[config.mk]
export PLATFORM = sky130hd
export DESIGN_NAME = rca_cell
export DESIGN_NICKNAME = d
export VERILOG_FILES = /design/src/rtl/rca_pkg.sv /design/src/rtl/rca_cell.sv
export SDC_FILE = /design/constraint.sdc
export NUM_CORES = 1
export LEC_CHECK = 0
export BUFFER_PORTS_ARGS = -buffer_cell sky130_fd_sc_hd__buf_4
export CAP_MARGIN = 40
export CELL_PAD_IN_SITES_DETAIL_PLACEMENT = 0
export CELL_PAD_IN_SITES_GLOBAL_PLACEMENT = 1
export CORE_AREA = 2 2 73 75
export CTS_CLUSTER_SIZE = 8
export DETAILED_ROUTE_END_ITERATION = 8
export DIE_AREA = 0 0 75 77
export PLACE_DENSITY_LB_ADDON = 0.1
export SLEW_MARGIN = 10
export SYNTH_ARGS = -nofsm -noshare
export SYNTH_HDL_FRONTEND = slang
export SYNTH_SLANG_ARGS = --single-unit
[constraint.sdc]
create_clock -name clock -period 4.85 [get_ports clock]
set_input_delay 0.485 -clock clock [delete_from_list [all_inputs] [get_ports clock]]
set_output_delay 0.485 -clock clock [all_outputs]
set_load 0.03 [all_outputs]
[src/rtl/rca_pkg.sv]
// Shared types and constants for the radius-3 cellular automaton block.
// No dependencies; used by rca_cell, rca_popcnt and the top level.
package rca_pkg;

   localparam int RULE_WORDS   = 8;
   localparam int RULE_W       = 16;
   localparam int RULE_ENTRIES = RULE_WORDS * RULE_W;
   localparam int CSR_IDX_W    = $clog2(RULE_WORDS);
   localparam int NBHD_W       = 7;    // cells at offsets -3..+3
   localparam int RADIUS       = 3;

   localparam int IDX_FIELD_W  = 10;
   localparam int REQ_TDATA_W  = 16;
   localparam int REQ_TUSER_W  = 2;
   localparam int POP_W        = 11;
   localparam int RSP_W        = POP_W + 1;
   localparam int RSP_TDATA_W  = 16;
   localparam logic [POP_W-1:0] POP_MAX = '1;

   // cells summed per cycle by the population counter
   localparam int SEG_BITS     = 64;

   typedef enum logic [REQ_TUSER_W-1:0] {
      REQ_WRITE = 2'd0,
      REQ_STEP  = 2'd1,
      REQ_READ  = 2'd2
   } req_kind_type;

endpackage

[src/rtl/rca_cell.sv]
// One cell of the ring: holds a single bit, loads it on a write or
// replaces it with the rule entry picked by its neighborhood on a step.
// Depends on rca_pkg.
module rca_cell (
   input  logic                                 clock,
   input  logic                                 reset,
   input  logic                                 step,
   input  logic                                 wr_en,
   input  logic                                 wr_val,
   input  logic [rca_pkg::NBHD_W-1:0]           nbhd,
   input  logic [rca_pkg::RULE_ENTRIES-1:0]     rule,
   output logic                                 state
);

   logic state_ff;
   logic state_in;

   always_comb begin
      state_in = state_ff;
      if (wr_en) begin
         state_in = wr_val;
      end else if (step) begin
         state_in = rule[nbhd];
      end
   end

   always_ff @(posedge clock) begin
      if (reset) begin
         state_ff <= 1'b0;
      end else begin
         state_ff <= state_in;
      end
   end

   assign state = state_ff;

endmodule

==> out/qor.csv <==
stage;metric;value;unit
power_and_ir_drop;Pleak;0.0009950;uW
power_and_ir_drop;switching pwr;54.63;uW
critical_path;Critical Path RT;4710;ps
synthesis;syn_area_per_cell;12.19;sq um
power_and_ir_drop;Pwr per Cell Area;85.36;mW/mm^2
layout;most frequent cells in the layout;buf_4, mux4_2, a22oi_1;
timing;Slew HR;65.00;%
detailed_routing;vias per cell;4.876;
layout;post-route insts no fill;291;
power_and_ir_drop;Flop pwr share;5.1;%
layout;max reg flops;1;
clocking;Post-CTS Resized;0;
detailed_routing;Avg WL per Cell;16.33;microns
critical_path;max incr delay on CP;560;ps
clocking;worst skew pair latency;0;ps
global_routing;initial antenna violation count;0;
global_routing;total track usage;16.14;%
detailed_routing;total wire length;4752;microns
synthesis;largest cells by area after synthesis;mux4_2, mux2i_1, a22oi_1;
power_and_ir_drop;switch share;29.19;%
synthesis;post-synth top area share;61.57;%
layout;fin nets;363;
critical_path;Crit Path Max Fanout;36;
layout;Area growth syn-to-layout;99.77;%
detailed_routing;Met2 Wirelength;2577;microns
timing;setup violators final;0;
place;Routability Congestion;0.7366;
power_and_ir_drop;VDD IR-drop max;57.12;uV
timing;post-route minimum period;2452;ps
detailed_routing;top sig layer;met4;
global_routing;largest net degree at the start of global routing;37;
critical_path;Crit. End Element;flop;
timing;Fmax achieved;407.9;MHz
timing;Layout Skew;0;ps
global_routing;number of global-route vias before repair;1593;
floorplanning;core area;0.004977;sq mm
floorplanning;Chip Height;77;microns
synthesis;Syn Std Cell Area;0.001097;sq mm
layout;share of cells above drive strength 1;77.38;%
timing;setup TNS;0;ps
detailed_routing;antenna viol nets, final;0;
hold_path;Hold Crit Class;in2reg;
global_routing;total gr overflow;0;
clocking;clock-pin slew on the worst setup and hold paths;0;ps
synthesis;post-synthesis sequential area ratio;1.824;%
timing;unrepaired setup endpoints after global routing;no;
synthesis;Netlist cell types;25;
synthesis;Syn Inst Count;90;
clocking;CTS Hold Bufs;0;
floorplanning;# rows;26;
place;Port Buffers;140;
synthesis;Syn Nets;230;
job;Maximum Capacitance Violations;0;
synthesis;Yosys reg bits;1;
critical_path;critical path class;in2reg;
critical_path;Worst EP arrival;2320;ps
timing;Final Hold Violating Endpoints;0;
detailed_routing;vias;1419;
power_and_ir_drop;Clock Power Share;0;%
place;DP Area;0.002192;sq mm
critical_path;CP max stage cell;mux4_2;
layout;fin area;0.002192;sq mm
detailed_routing;DRT met1 WL;1777;microns
detailed_routing;wire length on met3;371;microns
timing;Slew Limit Fails;0;
status;status;completed;
timing;measured slew at the worst slew-check pin;525.0;ps
clocking;Post-CTS Setup Inserts;0;
layout;# diodes;0;
power_and_ir_drop;cell internal pwr;132.5;uW
detailed_routing;drt first pass iters;4;
power_and_ir_drop;Comb pwr share;94.9;%
timing;fin crit share;50.55;%
floorplanning;Die ar.;0.005775;sq mm
critical_path;CP cell instances;buf_4 > mux4_2 > mux2_2 > or3_1 > a41oi_1 > o211ai_1;
floorplanning;io pins;141;
floorplanning;Die W;75;microns
place;Post-DP HPWL;4249;microns
synthesis;Synth area leader;mux4_2;
place;Cells after DPL;291;
critical_path;crit start category;primary input;
global_routing;first-pass GRT wire length;7383;microns
detailed_routing;initial drt markers;84;
synthesis;Yosys warning total;0;
detailed_routing;DRC errors left;0;
layout;commonest non-fill, non-tap cell in the layout;buf_4;
floorplanning;Initial Util;22.05;%
## Yosys cell counts
| library cell | instances |
|---|---|
| dfxtp_1 | 1 |
| a22oi_1 | 12 |
| nor3b_1 | 1 |
| nor4b_1 | 1 |
| or3_1 | 1 |
| o211ai_1 | 2 |
| nor2_1 | 3 |
| mux2i_1 | 9 |
| nor4_1 | 1 |
| buf_1 | 1 |
| nand3_1 | 1 |
| a41oi_1 | 1 |
| nor2b_1 | 2 |
| a21oi_1 | 5 |
| a311oi_1 | 1 |
| a211oi_1 | 2 |
| buf_4 | 1 |
| buf_2 | 5 |
| or4bb_1 | 1 |
| mux4_2 | 30 |
| mux2_2 | 1 |
| inv_1 | 2 |
| and2_1 | 1 |
| nand2_1 | 3 |
| clkbuf_1 | 2 |
## metal layers
layer  global-route usage, %  vias up
li1                        -      676
met1                   20.51      663
met2                   29.30       78
met3                   2.891        2
met4                  0.7143        0
met5                       0        -
## critical path: cells and delay by family
family	cells	cell delay (ps)
multiplexers	2	820
buffers and inverters	1	410
AO/OA/AOI/OAI	2	290
AND/OR/NAND/NOR	1	300
## stage by stage
| stage | hold WS [ps] | power, uW | util (%) | worst slack (ps) |
|---|---|---|---|---|
| after floorplan | 658.3 | 89.85 | - | 2716 |
| after global placement | 816.8 | 186.4 | 44.04 | 2384 |
| after detailed placement | 813.7 | 189.4 | 44.04 | 2370 |
| after CTS | 814.3 | 189.8 | 44.04 | 2370 |
| after global routing | 848.1 | 202.3 | 44.04 | 2241 |
| final | 809.6 | 187.1 | 44.04 | 2398 |
## final cells by class
class / count / area, sq um
Tap cell: 70 / 87.58
Multi-Input combinational cell: 78 / 1026
Timing Repair Buffer: 140 / 1051
Sequential cell: 1 / 20.02
Fill cell: 493 / 2785
Inverter: 2 / 7.507
## power by group through the flow
stage | clock network, uW | logic, uW | registers (uW)
2_1_floorplan | 0 | 79.0 | 10.9
3_3_place_gp | 0 | 177 | 9.45
3_5_place_dp | 0 | 180 | 9.51
4_1_cts | 0 | 180 | 9.51
5_1_grt | 0 | 193 | 9.54
6_report | 0 | 178 | 9.49
## cell families (layout without fill, tap and decap cells)
kind of cell,count (synthesis),in the layout,share of synthesized area (%)
multiplexers,40,40,70.81
AO/OA/AOI/OAI,23,23,14.82
AND/OR/NAND/NOR,15,15,7.868
buffers and inverters,11,142,4.675
flip-flops,1,1,1.824
## final timing paths
path,startpoint,to,slack [ps],depth (start not counted)
max,nbhd[2],state,2400,6
min,nbhd[6],state,810,3
max reg2reg,state,state,3850,5
min reg2reg,state,state,840,5
Note: power is estimated with default switching activity, not from simulation.
