## config.mk

```make
export PLATFORM = sky130hd
export DESIGN_NAME = rca_popcnt
export DESIGN_NICKNAME = d
export VERILOG_FILES = /design/src/rtl/rca_pkg.sv /design/src/rtl/rca_popcnt.sv
export SDC_FILE = /design/constraint.sdc
export NUM_CORES = 1
export LEC_CHECK = 0
export BUFFER_PORTS_ARGS = -buffer_cell sky130_fd_sc_hd__clkbuf_2
export CORE_AREA = 5 5 406 408
export CTS_CLUSTER_SIZE = 28
export DETAILED_ROUTE_END_ITERATION = 8
export DIE_AREA = 0 0 411 413
export PLACE_DENSITY = 0.3
export SLEW_MARGIN = 20
export SYNTH_ARGS = -nofsm -noshare
export SYNTH_HDL_FRONTEND = slang
export SYNTH_SLANG_ARGS = --single-unit
```

## constraint.sdc

```tcl
create_clock -name clock -period 22 [get_ports clock]
set_input_delay 1.1 -clock clock [delete_from_list [all_inputs] [get_ports clock]]
set_output_delay 1.1 -clock clock [all_outputs]
set_load 0.1 [all_outputs]
```

## src/rtl/rca_pkg.sv

```systemverilog
// Shared types and constants for the radius-3 cellular automaton block.
// No dependencies; used by rca_cell, rca_popcnt and the top level.
package rca_pkg;

   localparam int RULE_WORDS   = 8;
   localparam int RULE_W       = 16;
   localparam int RULE_ENTRIES = RULE_WORDS * RULE_W;
   localparam int CSR_IDX_W    = $clog2(RULE_WORDS);
   localparam int NBHD_W       = 7;    // cells at offsets -3..+3
   localparam int RADIUS       = 3;

   localparam int IDX_FIELD_W  = 10;
   localparam int REQ_TDATA_W  = 16;
   localparam int REQ_TUSER_W  = 2;
   localparam int POP_W        = 11;
   localparam int RSP_W        = POP_W + 1;
   localparam int RSP_TDATA_W  = 16;
   localparam logic [POP_W-1:0] POP_MAX = '1;

   // cells summed per cycle by the population counter
   localparam int SEG_BITS     = 64;

   typedef enum logic [REQ_TUSER_W-1:0] {
      REQ_WRITE = 2'd0,
      REQ_STEP  = 2'd1,
      REQ_READ  = 2'd2
   } req_kind_type;

endpackage

```

## src/rtl/rca_popcnt.sv

```systemverilog
// Live-cell counter: walks the ring one segment of SEG_BITS cells per cycle
// and accumulates the ones. Depends on rca_pkg.
module rca_popcnt #(
   parameter int CELLS = 1024
) (
   input  logic                        clock,
   input  logic                        reset,
   input  logic                        start,
   input  logic [CELLS-1:0]            cells,
   output logic                        done,
   output logic [$clog2(CELLS+1)-1:0]  total
);

   localparam int CNT_W  = $clog2(CELLS + 1);
   localparam int NSEG   = (CELLS + rca_pkg::SEG_BITS - 1) / rca_pkg::SEG_BITS;
   localparam int SEG_W  = (NSEG > 1) ? $clog2(NSEG) : 1;
   localparam int PAD    = NSEG * rca_pkg::SEG_BITS;
   localparam int ONES_W = $clog2(rca_pkg::SEG_BITS + 1);

   logic               busy_ff, busy_in;
   logic [SEG_W-1:0]   seg_ff, seg_in;
   logic [CNT_W-1:0]   acc_ff, acc_in;
   logic [PAD-1:0]     padded;
   logic [rca_pkg::SEG_BITS-1:0] seg_bits;
   logic [ONES_W-1:0]  seg_ones;
   logic [CNT_W-1:0]   sum;
   logic               last;

   assign padded   = PAD'(cells);
   assign seg_bits = padded[seg_ff * rca_pkg::SEG_BITS +: rca_pkg::SEG_BITS];
   assign seg_ones = ONES_W'($countones(seg_bits));
   assign sum      = acc_ff + CNT_W'(seg_ones);
   assign last     = (seg_ff == SEG_W'(NSEG - 1));

   always_comb begin
      busy_in = busy_ff;
      seg_in  = seg_ff;
      acc_in  = acc_ff;
      if (start) begin
         busy_in = 1'b1;
         seg_in  = '0;
         acc_in  = '0;
      end else if (busy_ff) begin
         if (last) begin
            busy_in = 1'b0;
         end else begin
            seg_in = seg_ff + SEG_W'(1);
            acc_in = sum;
         end
      end
   end

   always_ff @(posedge clock) begin
      if (reset) begin
         busy_ff <= 1'b0;
         seg_ff  <= '0;
         acc_ff  <= '0;
      end else begin
         busy_ff <= busy_in;
         seg_ff  <= seg_in;
         acc_ff  <= acc_in;
      end
   end

   assign done  = busy_ff && last;
   assign total = sum;

endmodule

```

==> results.md <==
Clock network:
- The total number of clock tree sinks is 16.
- The clock-pin slew on the worst setup and hold paths is 0.10 ns.
- For this design, the CTS-stage hold fixing added 0 buffers.
- The root buffer cell chosen for the clock tree is clkbuf_16.
- The clock tree from TritonCTS is built.
- The number of buffers added for setup after CTS is 0.
- The later pin in the worst-skew pair is clocked with a latency of 0.30 ns.
- After clock tree synthesis, the repair step resized 0 gates.
- The CTS buffer count is 3.
- In this run the number of H-tree levels came out at 1.
- The buffer depth of the longest clock path is 2.

Timing:
- The count of endpoints failing hold in the final timing report is 0.
- Static timing analysis puts the maximum clock frequency at 81.8 MHz.
- The pin slew with the least headroom to its limit is 0.912 ns.
- The count of final max-slew check failures is 0.
- The worst max-slew margin expressed relative to the limit is 0.390.
- The count of endpoints failing setup in the final report is 0.
- The routed design could run at a clock period as short as 12.23 ns.
- For the final routed database, the setup TNS stands at 0 ns.
- Setup repair after global routing left no endpoint under its margin.
- The final setup skew is 0.0350 ns.
- Of the available clock period, the critical path in the final layout requires 0.556.

Worst setup path:
- By startpoint and endpoint, the worst setup path is classified as reg2out.
- The slowest library cell on the worst path is buf_4.
- The worst path buffer plus inverter count is 7.
- Counting stages on the worst path, the most repeated cell is fa_1.
- The minimum setup slack among reg-to-reg paths is 11.21 ns.
- For the worst setup path, the data arrival time is 11.13 ns.
- The delay of the slowest cell on the worst path is 0.77 ns.
- On the critical path the largest part of the delay comes from adder cells.
- STA classifies the critical path endpoint as a primary output.
- Along the worst path, the maximum fanout reaches 67.
- The critical path goes through buf_12 > buf_4 > buf_4 > mux4_2 > mux4_2 > fa_1 > fa_1 > inv_1 > fa_1 > inv_1 > fa_1 > fa_1 > fa_1 > fa_1 > inv_1 > fa_1 > fa_1 > fa_1 > nand2b_1 > o2bb2ai_1 > o21ai_0 > nand2_1 > xnor2_1 > clkbuf_2.
- The critical path launch point type is a flip-flop.
- The required time at the worst-slack endpoint is 20.90 ns.

Min path:
- The worst hold path belongs to the class reg2reg.

Place:
- After legalization and detailed placement, the total HPWL measured 116 mm.
- The weighted congestion reported at the end of routability-driven placement is 0.941.
- In this run the tool buffered the top-level ports with 1038 buffer cells.
- The total placed cells including tap cells is 3811.

Finish:
- The number of standard cells in the final layout excluding fillers is 3832.
- The area growth from synthesis to final layout is 76.0%.
- The net count of the finished layout is 2752.
- The top cell types in the final layout, fill and taps aside, are clkbuf_2, mux4_2, inv_1.
- Of the cells placed in the final design, the portion with a size suffix greater than 1 is 0.843.
- Leaving out fill and tap cells, the most frequent cell in the layout is clkbuf_2.
- Once layout is complete, the utilization of the core stands at 0.112.

Floorplanning:
- Measured along the y axis, the die boundary spans 413 um.
- The cell row count is 148.
- The floorplan step defined a die boundary enclosing 170000 um^2.
- The number of placed I/O pins is 1039.
- The total area inside the core boundary comes to 161000 um^2.
- The initial cell density of the core is 0.0634.
- The floorplan die width is 411 um.

GRT:
- The global-route wire length before repair is 151 mm.
- The initial antenna violation count is 130.
- Entering global routing, the biggest net connects 76 pins.
- The overflow left after global routing is 0.
- Across every metal layer, demand over resource in global routing totals 0.139.
- The number of global-route vias before repair came to 13200.

Logic synthesis:
- In this run, synthesis produced a sequential element count of 16.
- In this run the cell area of the synthesized design comes to 10200 um^2.
- The post-synthesis sequential area ratio is 0.0313.
- The number of synthesis warnings is 0.
- The number of nets in the synthesized netlist is 1776.
- In the synthesized netlist, the number of instances is 665.
- The distinct cell type count after synthesis is 36.
- The average instance area after synthesis is 15.4 um^2.

Flow run:
- Across the run, the number of max-cap violations was 0.

Detailed routing:
- The first routing iteration left 846 violations.
- The detail route stage leaves a number of antenna-violating nets equal to 0.
- The total iterations of the first detailed-routing run is 4.
- The ratio of routed vias to standard cells is 3.19.
- The number of vias in the routed layout is 12200.
- In the routed design, unresolved DRC markers number 0.
- The average wire per cell in the routed design is 32.4 um.
- Wires add up to 124 mm.

Outcome:
- The run finished with clean final reports.
-- worst paths after layout --
check / startpoint / endpoint / cells after the start
worst max-delay path: seg_ff[0] / total[10] / 24
worst min-delay path: acc_ff[4] / acc_ff[4] / 2
worst max register to register: seg_ff[0] / acc_ff[8] / 23
worst min register to register: acc_ff[4] / acc_ff[4] / 2
-- cell usage after synthesis (all sizes together) --
cell type | count | share of area
o211ai | 3 | 0.0022
a31oi | 2 | 0.0012
xnor2 | 8 | 0.0069
inv | 66 | 0.024
nand4 | 2 | 0.0012
fa | 56 | 0.11
nor3 | 3 | 0.0015
nor2 | 13 | 0.0048
nand2b | 3 | 0.0018
mux2i | 1 | 0.00098
nand3 | 10 | 0.0049
or2 | 1 | 0.00061
o31a | 1 | 0.00086
clkbuf | 32 | 0.012
a21oi | 10 | 0.0049
mux4 | 320 | 0.70
o21ai | 2 | 0.00098
o21bai | 1 | 0.00073
and2 | 1 | 0.00061
a211oi | 3 | 0.0022
ha | 28 | 0.034
a21o | 4 | 0.0029
xor2 | 3 | 0.0026
and3 | 3 | 0.0018
a221oi | 1 | 0.00086
nand2 | 17 | 0.0062
or3 | 1 | 0.00061
dfxtp | 16 | 0.031
o2bb2ai | 1 | 0.00086
a41o | 1 | 0.00098
or4 | 1 | 0.00073
buf | 49 | 0.029
a31o | 2 | 0.0017
-- flip-flops by register name (all words and copies together), names as in the netlist --
name	cells
busy_ff	1
acc_ff	11
seg_ff	4
-- area by class of cell --
| class | instances | area (um^2) |
|---|---|---|
| clock buffers | 3 | 75.1 |
| fillers | 18600 | 143000 |
| inverters | 66 | 248 |
| clock inverters | 1 | 3.75 |
| well taps | 2175 | 2720 |
| diodes | 17 | 42.5 |
| repair buffers | 1052 | 5330 |
| multi-input cells | 502 | 9250 |
| flip-flops and latches | 16 | 335 |
-- metrics by stage --
step                      cell area, um^2  worst slack (ns)  hold slack (ns)
after global placement              17900              9.84            0.458
final                               18000              9.77            0.472
after global routing                18000              9.07            0.496
after floorplan                     10200             11.67            0.441
after CTS                           18000              9.47            0.469
after detailed placement            17900              9.81            0.461
-- worst min-delay path: cells and delay by family, from the launching register on --
kind,cells,cell delay [ns]
AOI/OAI and AO/OA,1,0.05
DFF,1,0.32
and+or+nand+nor,1,0.05
-- cell families after synthesis --
| kind of cell | count (synthesis) | synth area share |
|---|---|---|
| muxes | 321 | 0.706 |
| buffers and inverters | 147 | 0.0646 |
| adders and majority gates | 84 | 0.144 |
| and+or+nand+nor | 55 | 0.0248 |
| AOI/OAI and AO/OA | 31 | 0.0204 |
| DFF | 16 | 0.0313 |
| xor gates and xnor gates | 11 | 0.00942 |
-- metal layers --
layer / global-route usage / routed length (um)
met3: 0.0239 / 8160
met1: 0.179 / 51100
met5: 0 / 161
met2: 0.250 / 62900
met4: 0.0145 / 1710
Power is not shown: default switching activity piles up to over one toggle a cycle in this logic, so the estimate is an artifact.
